File: config.mk
export PLATFORM = sky130hd
export DESIGN_NAME = key_debounce_long_press
export DESIGN_NICKNAME = d
export VERILOG_FILES = /design/src/rtl/kdlp_pkg.sv /design/src/rtl/kdlp_lane.sv /design/src/rtl/kdlp_merge.sv /design/src/rtl/key_debounce_long_press.sv
export SDC_FILE = /design/constraint.sdc
export NUM_CORES = 1
export LEC_CHECK = 0
export ABC_AREA = 1
export ABC_CLOCK_PERIOD_IN_PS = 2800
export BUFFER_PORTS_ARGS = -buffer_cell sky130_fd_sc_hd__buf_2
export CORE_MARGIN = 5
export CORE_UTILIZATION = 58
export DETAILED_ROUTE_END_ITERATION = 10
export PLACE_DENSITY_LB_ADDON = 0.05
export SETUP_SLACK_MARGIN = 0.1
export SLEW_MARGIN = 15
export SYNTH_ARGS = -nofsm -noshare
export SYNTH_HDL_FRONTEND = slang
export SYNTH_SLANG_ARGS = --single-unit
File: constraint.sdc
create_clock -name clk -period 2.8 [get_ports clk]
set_input_delay 0 -clock clk [delete_from_list [all_inputs] [get_ports clk]]
set_output_delay 0 -clock clk [all_outputs]
set_load 0.02 [all_outputs]
File: src/rtl/kdlp_pkg.sv
`timescale 1ns / 1ps

package kdlp_pkg;

  localparam int KEY_W      = 8;
  localparam int DEB_W      = 8;
  localparam int REPEAT_W   = 16;
  localparam int START_W    = 16;
  localparam int CFG_IDX_W  = 3;
  localparam int CFG_DATA_W = 16;

  localparam logic [CFG_IDX_W-1:0] REG_DEBOUNCE   = 3'd0;
  localparam logic [CFG_IDX_W-1:0] REG_LONG_START = 3'd1;
  localparam logic [CFG_IDX_W-1:0] REG_REPEAT     = 3'd2;
  localparam logic [CFG_IDX_W-1:0] REG_LONG_MASK  = 3'd3;
  localparam logic [CFG_IDX_W-1:0] REG_SHORT_MASK = 3'd4;

  localparam logic [DEB_W-1:0]    DEBOUNCE_RST   = 8'd3;
  localparam logic [START_W-1:0]  LONG_START_RST = 16'd100;
  localparam logic [REPEAT_W-1:0] REPEAT_RST     = 16'd20;
  localparam logic [KEY_W-1:0]    LONG_MASK_RST  = 8'hFF;
  localparam logic [KEY_W-1:0]    SHORT_MASK_RST = 8'hFF;

  localparam logic [REPEAT_W-1:0] REPEAT_MAX = 16'hFFFF;

  typedef struct packed {
    logic [DEB_W-1:0]    debounce_ticks;
    logic [START_W-1:0]  long_start_ticks;
    logic [REPEAT_W-1:0] repeat_ticks;
  } timing_cfg_t;

  typedef struct packed {
    logic short_ev;
    logic long_ev;
    logic held;
  } lane_res_t;

endpackage

File: src/rtl/kdlp_lane.sv
`timescale 1ns / 1ps

module kdlp_lane
  import kdlp_pkg::*;
#(
  parameter int TIMER_BITS = 16
) (
  input  logic        clk,
  input  logic        rst_n,
  input  logic        advance,
  input  logic        pressed,
  input  logic        long_en,
  input  logic        short_en,
  input  timing_cfg_t cfg,
  output lane_res_t   res
);

  localparam int CMP_W = (TIMER_BITS > START_W) ? TIMER_BITS : START_W;
  localparam logic [TIMER_BITS-1:0] TIMER_MAX = {TIMER_BITS{1'b1}};

  logic [DEB_W-1:0]      dcnt_r, dcnt_nxt;
  logic [TIMER_BITS-1:0] ptimer_r, ptimer_nxt;
  logic [REPEAT_W-1:0]   rtimer_r, rtimer_nxt;
  logic                  held_r, held_nxt;
  logic                  fired_r, fired_nxt;
  logic [TIMER_BITS-1:0] pt_base, pt_inc;
  logic [REPEAT_W-1:0]   rt_inc;
  logic                  start;

  always_comb begin
    dcnt_nxt   = dcnt_r;
    ptimer_nxt = ptimer_r;
    rtimer_nxt = rtimer_r;
    held_nxt   = held_r;
    fired_nxt  = fired_r;
    pt_base    = '0;
    pt_inc     = '0;
    rt_inc     = '0;
    start      = 1'b0;
    res        = '0;
    if (pressed) begin
      if (dcnt_r < cfg.debounce_ticks) begin
        dcnt_nxt = dcnt_r + 8'd1;
      end else begin
        held_nxt   = 1'b1;
        pt_base    = held_r ? ptimer_r : '0;
        ptimer_nxt = pt_base;
        if (pt_base != TIMER_MAX) begin
          pt_inc     = pt_base + 1'b1;
          ptimer_nxt = pt_inc;
          if ((CMP_W'(pt_inc) == CMP_W'(cfg.long_start_ticks)) && long_en) begin
            start       = 1'b1;
            fired_nxt   = 1'b1;
            rtimer_nxt  = '0;
            res.long_ev = 1'b1;
          end
        end
        if (!start && fired_r && (rtimer_r != REPEAT_MAX)) begin
          rt_inc = rtimer_r + 16'd1;
          if (rt_inc == cfg.repeat_ticks) begin
            res.long_ev = 1'b1;
            rtimer_nxt  = '0;
          end else begin
            rtimer_nxt = rt_inc;
          end
        end
      end
    end else begin
      res.short_ev = held_r && !fired_r && short_en;
      dcnt_nxt     = '0;
      ptimer_nxt   = '0;
      rtimer_nxt   = '0;
      held_nxt     = 1'b0;
      fired_nxt    = 1'b0;
    end
    res.held = held_nxt;
  end

  always_ff @(posedge clk) begin
    if (!rst_n) begin
      dcnt_r   <= '0;
      ptimer_r <= '0;
      rtimer_r <= '0;
      held_r   <= 1'b0;
      fired_r  <= 1'b0;
    end else if (advance) begin
      dcnt_r   <= dcnt_nxt;
      ptimer_r <= ptimer_nxt;
      rtimer_r <= rtimer_nxt;
      held_r   <= held_nxt;
      fired_r  <= fired_nxt;
    end
  end

endmodule

File: src/rtl/kdlp_merge.sv
`timescale 1ns / 1ps

module kdlp_merge
  import kdlp_pkg::*;
#(
  parameter int LANES = 8
) (
  input  logic                  clk,
  input  logic                  rst_n,
  input  logic                  in_valid,
  output logic                  in_ready,
  input  lane_res_t [LANES-1:0] res,
  output logic                  out_valid,
  input  logic                  out_ready,
  output logic [KEY_W-1:0]      out_short_events,
  output logic [KEY_W-1:0]      out_long_events,
  output logic [KEY_W-1:0]      out_held_keys
);

  logic [KEY_W-1:0] short_w, long_w, held_w;
  logic [KEY_W-1:0] out_short_r, out_long_r, out_held_r;
  logic [KEY_W-1:0] skid_short_r, skid_long_r, skid_held_r;
  logic             out_valid_r, skid_valid_r;
  logic             in_acc, out_free;

  always_comb begin
    short_w = '0;
    long_w  = '0;
    held_w  = '0;
    for (int i = 0; i < LANES; i++) begin
      short_w[i] = res[i].short_ev;
      long_w[i]  = res[i].long_ev;
      held_w[i]  = res[i].held;
    end
  end

  assign in_ready = !skid_valid_r;
  assign in_acc   = in_valid && in_ready;
  assign out_free = !out_valid_r || out_ready;

  always_ff @(posedge clk) begin
    if (!rst_n) begin
      out_valid_r  <= 1'b0;
      skid_valid_r <= 1'b0;
    end else if (out_free) begin
      if (skid_valid_r) begin
        out_valid_r  <= 1'b1;
        skid_valid_r <= 1'b0;
      end else begin
        out_valid_r <= in_acc;
      end
    end else if (in_acc) begin
      skid_valid_r <= 1'b1;
    end
  end

  always_ff @(posedge clk) begin
    if (out_free) begin
      if (skid_valid_r) begin
        out_short_r <= skid_short_r;
        out_long_r  <= skid_long_r;
        out_held_r  <= skid_held_r;
      end else if (in_acc) begin
        out_short_r <= short_w;
        out_long_r  <= long_w;
        out_held_r  <= held_w;
      end
    end else if (in_acc) begin
      skid_short_r <= short_w;
      skid_long_r  <= long_w;
      skid_held_r  <= held_w;
    end
  end

  assign out_valid        = out_valid_r;
  assign out_short_events = out_short_r;
  assign out_long_events  = out_long_r;
  assign out_held_keys    = out_held_r;

endmodule

File: src/rtl/key_debounce_long_press.sv
`timescale 1ns / 1ps
// Debounced key scanner with short, long and repeat press events.
// Input channel (in_valid/in_ready/in_pin_levels): one request per scan tick,
// carrying the raw pin level of every key, low meaning pressed.
// Result channel (out_valid/out_ready/out_*): exactly one request per tick with
// short events, long/repeat events and the debounced held state after that tick.
// Config channel (cfg_valid/cfg_ready/cfg_index/cfg_data): cfg_ready is always
// high; index 0 debounce, 1 long start, 2 repeat interval, 3 long enable mask,
// 4 short enable mask; other indexes are dropped. Write only while idle.
// Each key has its own lane of counters; all lanes advance in the cycle a tick
// is accepted and the merge stage registers their bits as one result.
// Results are registered in the merge stage output register, or in its skid entry.
// Throughput: one tick per cycle while in_ready is high, set by the lane update.
// Receiver stall: an output register plus one skid entry hold results; in_ready
// drops only once both are full and rises in the cycle after the receiver takes one.
// Reset (rst_n low, synchronous): all key state cleared, registers return to
// 3, 100, 20, 0xFF, 0xFF, no result pending.
module key_debounce_long_press
  import kdlp_pkg::*;
#(
  parameter int NUM_KEYS   = 8,
  parameter int TIMER_BITS = 16
) (
  input  logic                  clk,
  input  logic                  rst_n,
  input  logic                  in_valid,
  output logic                  in_ready,
  input  logic [KEY_W-1:0]      in_pin_levels,
  output logic                  out_valid,
  input  logic                  out_ready,
  output logic [KEY_W-1:0]      out_short_events,
  output logic [KEY_W-1:0]      out_long_events,
  output logic [KEY_W-1:0]      out_held_keys,
  input  logic                  cfg_valid,
  output logic                  cfg_ready,
  input  logic [CFG_IDX_W-1:0]  cfg_index,
  input  logic [CFG_DATA_W-1:0] cfg_data
);

  localparam int LANES = (NUM_KEYS < KEY_W) ? NUM_KEYS : KEY_W;

  timing_cfg_t          timing_r;
  logic [KEY_W-1:0]     long_mask_r, short_mask_r;
  lane_res_t [LANES-1:0] lane_res;
  logic                 advance;

  assign cfg_ready = 1'b1;
  assign advance   = in_valid && in_ready;

  always_ff @(posedge clk) begin
    if (!rst_n) begin
      timing_r.debounce_ticks   <= DEBOUNCE_RST;
      timing_r.long_start_ticks <= LONG_START_RST;
      timing_r.repeat_ticks     <= REPEAT_RST;
      long_mask_r               <= LONG_MASK_RST;
      short_mask_r              <= SHORT_MASK_RST;
    end else if (cfg_valid) begin
      case (cfg_index)
        REG_DEBOUNCE:   timing_r.debounce_ticks   <= cfg_data[DEB_W-1:0];
        REG_LONG_START: timing_r.long_start_ticks <= cfg_data[START_W-1:0];
        REG_REPEAT:     timing_r.repeat_ticks     <= cfg_data[REPEAT_W-1:0];
        REG_LONG_MASK:  long_mask_r               <= cfg_data[KEY_W-1:0];
        REG_SHORT_MASK: short_mask_r              <= cfg_data[KEY_W-1:0];
        default: begin
        end
      endcase
    end
  end

  for (genvar g = 0; g < LANES; g++) begin : g_lane
    kdlp_lane #(
      .TIMER_BITS(TIMER_BITS)
    ) u_lane (
      .clk      (clk),
      .rst_n    (rst_n),
      .advance  (advance),
      .pressed  (!in_pin_levels[g]),
      .long_en  (long_mask_r[g]),
      .short_en (short_mask_r[g]),
      .cfg      (timing_r),
      .res      (lane_res[g])
    );
  end

  kdlp_merge #(
    .LANES(LANES)
  ) u_merge (
    .clk              (clk),
    .rst_n            (rst_n),
    .in_valid         (in_valid),
    .in_ready         (in_ready),
    .res              (lane_res),
    .out_valid        (out_valid),
    .out_ready        (out_ready),
    .out_short_events (out_short_events),
    .out_long_events  (out_long_events),
    .out_held_keys    (out_held_keys)
  );

endmodule

Word-level counts from Yosys, hierarchy flattened
Index checks and enable logic that the tools add are counted.
W data, S select, Z words.
{"block": "word_totals", "ff_bits": 442, "input_bits": 32, "output_inout_bits": 27, "elab_cells": 496}
{"block": "op_classes", "n_addsub": 24, "order_cmp": 8, "eq_ne": 44, "n_mux": 223, "bitwise_logic": 2, "reduce_logical": 142}
{"op": "$mux W16", "count": 80}
{"op": "$add A16 B1 Y16 const B", "count": 16}
{"op": "$eq A16 B16 Y1", "count": 16}
{"op": "$ne A16 B16 Y1 const B", "count": 16}
{"op": "$mux W8", "count": 22}
{"op": "$mux W1", "count": 121}
{"op": "$add A8 B1 Y8 const B", "count": 8}
{"op": "$lt A8 B8 Y1", "count": 8}
{"op": "$reduce_and A4 Y1", "count": 16}
{"op": "$reduce_bool A2 Y1", "count": 25}
{"op": "$reduce_bool A3 Y1", "count": 16}
{"op": "$reduce_and A2 Y1", "count": 23}
{"op": "$logic_and A1 B1 Y1", "count": 41}
{"op": "$logic_not A1 Y1", "count": 18}
{"op": "$ne A2 B2 Y1 const B", "count": 8}
{"op": "$eq A3 B2 Y1 const B", "count": 2}
{"op": "$eq A3 B1 Y1 const B", "count": 1}
{"op": "$eq A3 B3 Y1 const B", "count": 1}
{"op": "$logic_not A3 Y1", "count": 1}
{"op": "$not A1 Y1", "count": 2}
{"op": "$reduce_or A2 Y1", "count": 1}
{"op": "$logic_or A1 B1 Y1", "count": 1}

Logic depth before layout (Yosys ltp)
Gate-level depths: netlist (run 1).
{"block": "depth", "depth_word": 16, "mapped_depth": 24, "depth_no_buf": 21}

Cells and area by module
A second synthesis (run 1) with hierarchy kept.
{"block": "hier_totals", "cells_unflattened": 5595, "hier_area_um2": 33906.3}
{"module": "kdlp_lane", "instances": 8, "cells_per_inst": 642, "area_each_um2": 3726.1, "seq_area_each_um2": 840.8}
{"module": "key_debounce_long_press", "instances": 1, "cells_per_inst": 322, "area_each_um2": 2249.7, "seq_area_each_um2": 1121.1}
{"module": "kdlp_merge", "instances": 1, "cells_per_inst": 137, "area_each_um2": 1848.0, "seq_area_each_um2": 1481.4}

Worst setup path before layout (run 1)
No wires, ideal clock.
{"block": "synth_path", "path_type": "register -> register", "from": "register g_lane[0].u_lane.held_r", "to": "register g_lane[0].u_lane.rtimer_r[6]", "setup_time_ns": 0.113, "t_arrival_ns": 2.624, "t_required_ns": 2.687, "slack_ns": 0.063, "path_stages_with_launch": 20, "path_buffers": 3, "synth_period_minus_slack_ns": 2.737, "path_cell_list": "dfxtp_1 buf_2 buf_4 nand2_1 inv_1 ha_1 nand3_1 nor2_2 nand2_1 xnor2_1 nor2_1 nor2_1 nand3_1 nor2_2 nand3_4 nand3_4 buf_2 nand3_1 nand2_1 nor2_1"}
{"block": "synth_via", "elab_chain_len": 14, "word_cells_on_any_way": 18, "cone_classes": "1 x add/sub; 2 x eq/ne; 8 x mux; 7 x reduce/logical"}
{"item": "start, declared", "line_no": "kdlp_lane.sv:24", "rtl": "logic held_r, held_nxt;"}
{"item": "start signal, assigned", "line_no": "kdlp_lane.sv:90", "rtl": "held_r <= held_nxt;"}
{"item": "$mux W16 *", "line_no": "kdlp_lane.sv:46", "rtl": "pt_base = held_r ? ptimer_r : '0;"}
{"item": "$add A16 B1 Y16", "line_no": "kdlp_lane.sv:49", "rtl": "pt_inc = pt_base + 1'b1;"}
{"item": "$eq A16 B16 Y1", "line_no": "kdlp_lane.sv:51", "rtl": "if ((CMP_W'(pt_inc) == CMP_W'(cfg.long_start_ticks)) && long_en) begin"}
{"item": "$logic_and A1 B1 Y1", "line_no": "kdlp_lane.sv:51"}
{"item": "$mux W1", "line_no": "kdlp_lane.sv:51"}
{"item": "$mux W1", "line_no": "kdlp_lane.sv:48", "rtl": "if (pt_base != TIMER_MAX) begin"}
{"item": "$mux W1", "line_no": "kdlp_lane.sv:42", "rtl": "if (dcnt_r < cfg.debounce_ticks) begin"}
{"item": "$mux W1", "line_no": "kdlp_lane.sv:41", "rtl": "if (pressed) begin"}
{"item": "$logic_not A1 Y1", "line_no": "kdlp_lane.sv:58", "rtl": "if (!start && fired_r && (rtimer_r != REPEAT_MAX)) begin"}
{"item": "$logic_and A1 B1 Y1 (2 in series)", "line_no": "kdlp_lane.sv:58"}
{"item": "$mux W16", "line_no": "kdlp_lane.sv:58"}
{"item": "$mux W16", "line_no": "kdlp_lane.sv:42"}
{"item": "$mux W16", "line_no": "kdlp_lane.sv:41"}
{"item": "end signal, assigned", "line_no": "kdlp_lane.sv:89", "rtl": "rtimer_r <= rtimer_nxt;"}
{"item": "end, declared", "line_no": "kdlp_lane.sv:23", "rtl": "logic [REPEAT_W-1:0] rtimer_r, rtimer_nxt;"}
Mark *: on every way between the ends. The rest lies on a longest branch, timed or not. The select of a mux whose other input is x is not followed.
A chain may end at the register's enable or synchronous reset.

Worst setup path in the final report (run 1)
{"block": "layout_path", "from": "register u_merge.skid_valid_r", "to": "register g_lane[1].u_lane.rtimer_r[7]"}
{"block": "layout_via", "elab_chain_len": 3}
{"item": "start, declared", "line_no": "kdlp_merge.sv:23", "rtl": "logic out_valid_r, skid_valid_r;"}
{"item": "start signal, assigned", "line_no": "kdlp_merge.sv:44", "rtl": "skid_valid_r <= 1'b0;"}
{"item": "start signal, assigned", "line_no": "kdlp_merge.sv:48", "rtl": "skid_valid_r <= 1'b0;"}
{"item": "start signal, assigned", "line_no": "kdlp_merge.sv:53", "rtl": "skid_valid_r <= 1'b1;"}
{"item": "$logic_not A1 Y1", "line_no": "kdlp_merge.sv:37", "rtl": "assign in_ready = !skid_valid_r;"}
{"item": "$logic_and A1 B1 Y1", "line_no": "key_debounce_long_press.sv:48", "rtl": "assign advance = in_valid && in_ready;"}
{"item": "$reduce_and A4 Y1 (no line)"}
{"item": "end signal, assigned", "line_no": "kdlp_lane.sv:89"}
{"item": "end, declared", "line_no": "kdlp_lane.sv:23"}
No other way between the ends.

==> out/qor.txt, run 1 <==
Die ar. -> 61,100 sq um
Crit path to -> g_lane[1].u_lane.rtimer_r[7]
Mapped Area -> 32,600 sq um
Critical path capture point type -> flip-flop
CTS tree -> yes
Total Wirelength -> 118,000 microns
Layout cells sized above 1 -> 13.3%
Commonest non-fill, non-tap cell in the layout -> nand2_1
Synth warn -> 0
Sequential element share of the synthesized area -> 28.6%
Reg clk slew, reported paths -> 0.06 ns
Inserted Diodes -> 0
Final WS setup -> 0.0533 ns
Worst rel slew slack -> 28.9%
Hold Path Cell Cnt -> 7
First-pass GRT wire length -> 177,000 microns
Largest delay contributor family on the critical path -> simple AND/OR/NAND/NOR gates
# IOs -> 59
Crit path max fanout -> 15
Worst endpoint required time -> 3.30 ns
Worst EP arrival -> 3.24 ns
Via count -> 37,000
Worst path most repeated cell -> nand2_1
Root Driver -> clkbuf_16
Initial antenna violation count -> 0
H-Tree Depth -> 2
Vias per cell -> 5.73
DR iter-0 viols -> 3,721
Synth-to-layout area growth -> 18.9%
R2r worst-path depth -> 8
Max Freq -> 0.364 GHz
Yosys cell types -> 54
Fin crit period -> 2.75 ns
Aggregate global routing overflow -> 0
Pin count of the biggest net entering global routing -> 96
Worst hold path class -> in -> reg
Most frequent cells in the layout -> nand2_1 (1,536), nor2_1 (763), nand3_1 (505)
Final hold vios -> 0
Final core occ -> 69.2%
Period utilisation layout -> 98.1%
Row count -> 87
Number of synthesized register bits -> 442
Final Slew Violations -> 0
Core area -> 56,100 sq um
Slew @ Worst Pin -> 1.07 ns
Synth top area share -> 24.2%
GRT Overall Usage -> 36.4%
Synth area leader -> dfxtp_1
Port buffer count -> 57
Critical Path Start Type -> flip-flop
Clk sink count -> 442
Crit path kind -> reg -> reg
WL/cell -> 18.2 microns
Number of iterations in the first detailed-routing pass -> 6
Power Dens Cells -> 426 nW/um^2
CTS Buf Count -> 52
Antenna Nets Post-Route -> 0
GPL Wtd Cong -> 0.997
Crit-path max cell delay -> 0.72 ns
Critical path launch point -> u_merge.skid_valid_r
Mean Syn Cell Area -> 6.05 sq um
Syn_nets -> 5,503
Vias in the first global route -> 32,100
Die X -> 247 microns
Maxcap violations -> 0
Die Ht -> 247 microns
R2R Setup Slk -> 0.05 ns
Clock latency on the worst-skew pair -> 0.61 ns
Crit-path cells -> nor2_2 -> inv_1 -> a21oi_1 -> nand2_8 -> nand2_4 -> nand2_1 -> nand2_1 -> nor2_1
RSZ-0062 raised after global routing -> yes
HPWL Detailed -> 84,800 microns
Starting Density -> 58.2%
Capture point of the worst reg-to-reg path -> g_lane[1].u_lane.rtimer_r[7]
TNS Setup -> 0 ns
Remaining DRCs -> 0
Synth area leaders -> dfxtp_1 (24%), nand2_1 (18%), nor2_1 (9.4%)
Leakage power -> 17.1 nW
Setup violators final -> 0
Worst Clk Skew -> 0.0205 ns
Clock Path Buffers -> 3
Maximum vdd drop -> 591 uV
Pre-CTS WS -> -0.169 ns
Synth Instances -> 5,391
Status -> completed
Critical path depth -> 8
Critical-path top delay cell -> a21oi_1
R2r startpoint -> u_merge.skid_valid_r
Layout Nets -> 5,761
Number of buffers and inverters on the critical path -> 1
worst register-to-register path, stage by stage (launching register included):
cell	delay [ns]
dfxtp_1	0.32
nor2_2	0.53
inv_1	0.55
a21oi_1	0.73
nand2_8	0.16
nand2_4	0.14
nand2_1	0.08
nand2_1	0.07
nor2_1	0.04
per-stage QoR:
step                      hold WS, ns  cell area, sq um  instances  total power [mW]
after floorplan                 0.113             32600       5391              8.40
after global routing           0.0813             38800       6446              17.1
after global placement          0.332             35100       6272              9.11
after CTS                     0.00354             37300       6402              16.4
after detailed placement        0.333             35100       6272              9.14
final                          0.0633             38800       6446              16.5
sequential cells by signal, summed over array words and instances (netlist names):
signal	cells
long_mask_r	8
u_merge.out_valid	1
u_merge.out_long_events	8
g_lane.u_lane.held_r	8
u_merge.skid_held_r	8
g_lane.u_lane.rtimer_r	128
g_lane.u_lane.fired_r	8
short_mask_r	8
g_lane.u_lane.ptimer_r	128
u_merge.skid_short_r	8
u_merge.skid_valid_r	1
u_merge.skid_long_r	8
g_lane.u_lane.dcnt_r	64
timing_r	40
u_merge.out_held_keys	8
u_merge.out_short_events	8
timing repair:
action                     CTS  global route
setup endpoints to repair  102           212
gates cloned                 2            12
hold endpoints to repair   146             0
pin swaps                    7            85
setup buffers                2            32
gates resized for setup     33           278
hold buffers                31             0
cells in the mapped netlist, drive strengths merged:
master   instances
nand2         1592
nor2           866
nand3          554
inv            525
dfxtp          394
o21ai          313
a21oi          291
nand4          175
clkbuf         131
xor2            92
ha              80
buf             65
nor3            61
edfxtp          48
a31oi           37
xnor3           23
o21bai          18
xnor2           18
clkinv          16
nand3b          13
or2             12
o211ai          11
and2             9
o21a             8
a211oi           7
a22oi            7
nor3b            5
and3b            4
a21boi           3
o2111ai          3
and3             2
nor2b            2
nor4             2
a311oi           1
a41oi            1
conb             1
o211a            1
worst min path at each step:
stage / from / end
4_1_cts: cfg_index[2] / timing_r[4]
3_3_place_gp: out_ready / u_merge.skid_valid_r
6_report: cfg_index[2] / timing_r[4]
5_1_grt: cfg_index[2] / timing_r[4]
2_1_floorplan: cfg_data[0] / short_mask_r[0]
3_5_place_dp: out_ready / u_merge.skid_valid_r
power breakdown:
part / leakage [nW] / internal [mW] / switching [mW]
Sequential: 3.70 / 6.68 / 0.297
Clock: 0.853 / 4.31 / 2.93
Combinational: 12.6 / 0.780 / 1.50
Total: 17.1 / 11.8 / 4.72
layer usage:
layer / GRT usage [%] / vias up / part of all wire, %
met2: 56.1 / 1798 / 43
met1: 52.2 / 16800 / 42
met3: 5.66 / 298 / 11
met5: 0 / - / 0
met4: 12.1 / 0 / 4.2
li1: - / 18100 / -
kinds of logic (layout without fill, tap and decap cells):
family / after synthesis / after routing / synth area share (%)
buffers and inverters: 737 / 1032 / 9.02
AO/OA/AOI/OAI: 701 / 701 / 11.4
flip-flops: 442 / 442 / 28.6
XOR/XNOR: 133 / 133 / 4.57
other: 1 / 1 / 0.0115
AND/OR/NAND/NOR: 3297 / 3301 / 43.3
adder cells (fa/ha/maj): 80 / 80 / 3.07
layout make-up:
| cell class | instances | area (sq um) |
|---|---|---|
| Multi-Input combinational cell | 4216 | 21300 |
| Fill cell | 5115 | 17300 |
| Sequential cell | 442 | 9360 |
| Timing Repair Buffer | 393 | 3310 |
| Inverter | 541 | 2090 |
| Clock buffer | 69 | 1430 |
| Tap cell | 756 | 946 |
| Clock inverter | 26 | 354 |
| Timing Repair inverter | 3 | 33.8 |
Note: power is estimated with default switching activity, not from simulation.
==> inputs of run 2 (changes only) <==
- CELL_PAD_IN_SITES_DETAIL_PLACEMENT: not set -> 0
- CELL_PAD_IN_SITES_GLOBAL_PLACEMENT: not set -> 1
- CORE_UTILIZATION: 58 -> 41
- CTS_CLUSTER_SIZE: not set -> 30
==> run 2 against run 1 <==
Against the previous run: design area is 5.8% higher; worst hold slack worse by 0.0026 ns; via count down 0.11%.
==> out/qor.txt, run 2 (synthesis gave the netlist of run 1 again) <==
Status -> completed
Critical path capture point type -> flip-flop
CTS Buf Count -> 56 (+7.7%)
Maxcap violations -> 0 (unchanged)
Critical Path Start Type -> flip-flop
Layout cells sized above 1 -> 17.3% (+4.0 points)
Clock Path Buffers -> 3 (unchanged)
Starting Density -> 41.3% (-17 points)
# IOs -> 59 (unchanged)
GRT busiest layer -> met2
Reg clk slew, reported paths -> 0.06 ns (about the same)
Vias per cell -> 5.38 (-6.1%)
Met1 usage -> 41.6% (-11 points)
WL/cell -> 19.6 microns (+7.6%)
Die ar. -> 85,300 sq um (+40%)
Total Wirelength -> 135,000 microns (+14%)
Most frequent cells in the layout -> nand2_1 (1,456), nor2_1 (741), nand3_1 (489)
First-pass GRT wire length -> 198,000 microns (+12%)
Clk sink count -> 442 (unchanged)
Crit path max fanout -> 5 (-10)
Initial antenna violation count -> 3 (+3)
Die Ht -> 292 microns (+18%)
Pin count of the biggest net entering global routing -> 101 (+5.2%)
GPL Wtd Cong -> 0.936 (-6.1%)
Aggregate global routing overflow -> 0 (unchanged)
RSZ-0062 raised after global routing -> yes
Vias in the first global route -> 33,000 (+3.0%)
Final hold vios -> 0 (unchanged)
Max Freq -> 0.366 GHz (+0.42%)
Antenna Nets Post-Route -> 0 (unchanged)
Worst endpoint required time -> 3.31 ns (about the same)
Final core occ -> 52.0% (-17 points)
Hold endpoint -> g_lane[2].u_lane.ptimer_r[2]
Layout Nets -> 5,872 (+1.9%)
Grt met2 use -> 47.5% (-8.6 points)
Remaining DRCs -> 0 (unchanged)
Maximum vdd drop -> 481 uV (-18%)
Setup violators final -> 0 (unchanged)
Worst EP arrival -> 3.25 ns (about the same)
Capture point of the worst reg-to-reg path -> g_lane[6].u_lane.rtimer_r[5]
Root Driver -> clkbuf_16
Worst Clk Skew -> 0.0276 ns (+0.00715 ns)
Power Dens Cells -> 418 nW/um^2 (-1.9%)
Final WS setup -> 0.0649 ns (+0.0116 ns)
Commonest non-fill, non-tap cell in the layout -> nand2_1
Fin crit period -> 2.74 ns (-0.0116 ns)
Via count -> 36,900 (-0.11%)
Synth-to-layout area growth -> 25.9%
Hold path start -> in_pin_levels[2]
GRT Overall Usage -> 29.4% (-7.0 points)
Leakage power -> 18.0 nW (+5.2%)
Number of iterations in the first detailed-routing pass -> 5 (-1)
Period utilisation layout -> 97.7% (-0.41 points)
DR iter-0 viols -> 3,113 (-16%)
R2R Setup Slk -> 0.06 ns (about the same)
Worst hold path class -> in -> reg
Worst rel slew slack -> 23.6% (-5.2 points)
Final Slew Violations -> 0 (unchanged)
HPWL Detailed -> 98,100 microns (+16%)
R2r worst-path depth -> 20 (+12)
Clock latency on the worst-skew pair -> 0.64 ns (+0.03 ns)
Port buffer count -> 57 (unchanged)
R2r startpoint -> g_lane[6].u_lane.held_r
Crit path kind -> reg -> reg
Largest regs -> g_lane.u_lane.ptimer_r: 128 flops, g_lane.u_lane.rtimer_r: 128 flops, g_lane.u_lane.dcnt_r: 64 flops
H-Tree Depth -> 2 (unchanged)
Core area -> 78,900 sq um (+41%)
Met3 GRT Util -> 3.55% (-2.1 points)
Hold Path Cell Cnt -> 5 (-2)
Pre-CTS WS -> -0.205 ns (-0.0364 ns)
Row count -> 103 (+18%)
Die X -> 292 microns (+18%)
Slew @ Worst Pin -> 1.13 ns (+0.0677 ns)
CTS tree -> yes
==> run 2: cell count changes in the layout (fill, tap and decap cells not counted), sizes merged, moves of 2 or more <==
cell	change
buf	+93
clkbuf	+14
clkinv	+5
clkinvlp	-5
diode	+2
dlygate4sd3	+6
inv	+6
==> run 2: layout make-up <==
cell class	count	area, sq um
Clock inverter	31	344
Inverter	541	2080
Clock buffer	74	1560
Multi-Input combinational cell	4215	21900
Timing Repair inverter	3	30.0
Sequential cell	442	9370
Tap cell	1050	1310
Timing Repair Buffer	501	4440
Fill cell	8283	37800
Antenna cell	2	5.00
==> run 2: what timing repair did <==
action	in CTS	in global routing
setup endpoints to repair	142	216
pin swaps	6	142
hold buffers	37	0
buffers inserted	6	53
endpoints found under the hold margin	129	0
gates resized for setup	60	452
gates cloned	0	22
==> run 2: report_power, final <==
group          internal, mW  switching, mW  leakage, nW
clock network          4.55           3.14        0.929
logic                 0.847           1.62         13.4
registers              6.68          0.296         3.70
==> run 2: worst max path at each step <==
| stage | from | end | cells past startpoint |
|---|---|---|---|
| 2_1_floorplan | g_lane[0].u_lane.held_r | g_lane[0].u_lane.rtimer_r[6] | 19 |
| 3_3_place_gp | g_lane[5].u_lane.held_r | g_lane[5].u_lane.rtimer_r[6] | 18 |
| 3_5_place_dp | g_lane[5].u_lane.held_r | g_lane[5].u_lane.rtimer_r[4] | 19 |
| 4_1_cts | timing_r[33] | g_lane[6].u_lane.ptimer_r[3] | 16 |
| 5_1_grt | g_lane[6].u_lane.held_r | g_lane[6].u_lane.rtimer_r[15] | 20 |
| 6_report | g_lane[6].u_lane.held_r | g_lane[6].u_lane.rtimer_r[5] | 20 |
==> run 2: through the flow <==
step / instance area (sq um) / instances / power (mW) / hold WS [ns] / TNS (ns)
after floorplan: 32600 / 5391 / 8.40 / 0.113 / 0
after global placement: 36100 / 6634 / 9.31 / 0.356 / -5.52
after detailed placement: 36100 / 6634 / 9.31 / 0.367 / -6.03
after CTS: 38600 / 6782 / 17.1 / 0.0196 / 0
after global routing: 41000 / 6857 / 17.8 / 0.0736 / -0.322
final: 41000 / 6859 / 17.1 / 0.0607 / 0
==> run 2: worst max-delay path: stages (launching register included) <==
cell,delay [ns]
dfxtp_4,0.37
nand2_2,0.05
inv_2,0.08
ha_4,0.13
nand4_1,0.19
buf_4,0.22
nor2_4,0.15
nand3_2,0.11
nand3_2,0.07
nand2_1,0.05
nor2_1,0.12
nand2_1,0.11
nor2_4,0.18
nand3_4,0.15
nand2_4,0.12
nand2_4,0.07
nand2_8,0.13
clkbuf_16,0.17
nand2_2,0.04
nand2_1,0.05
nor2_1,0.05
==> run 2: per-layer routing <==
metal  routed length, microns  vias to the layer above
met2                    60200                     1178
met5                        0                        -
met3                     9700                      204
li1                         -                    18300
met1                    60300                    17200
met4                     4440                        0
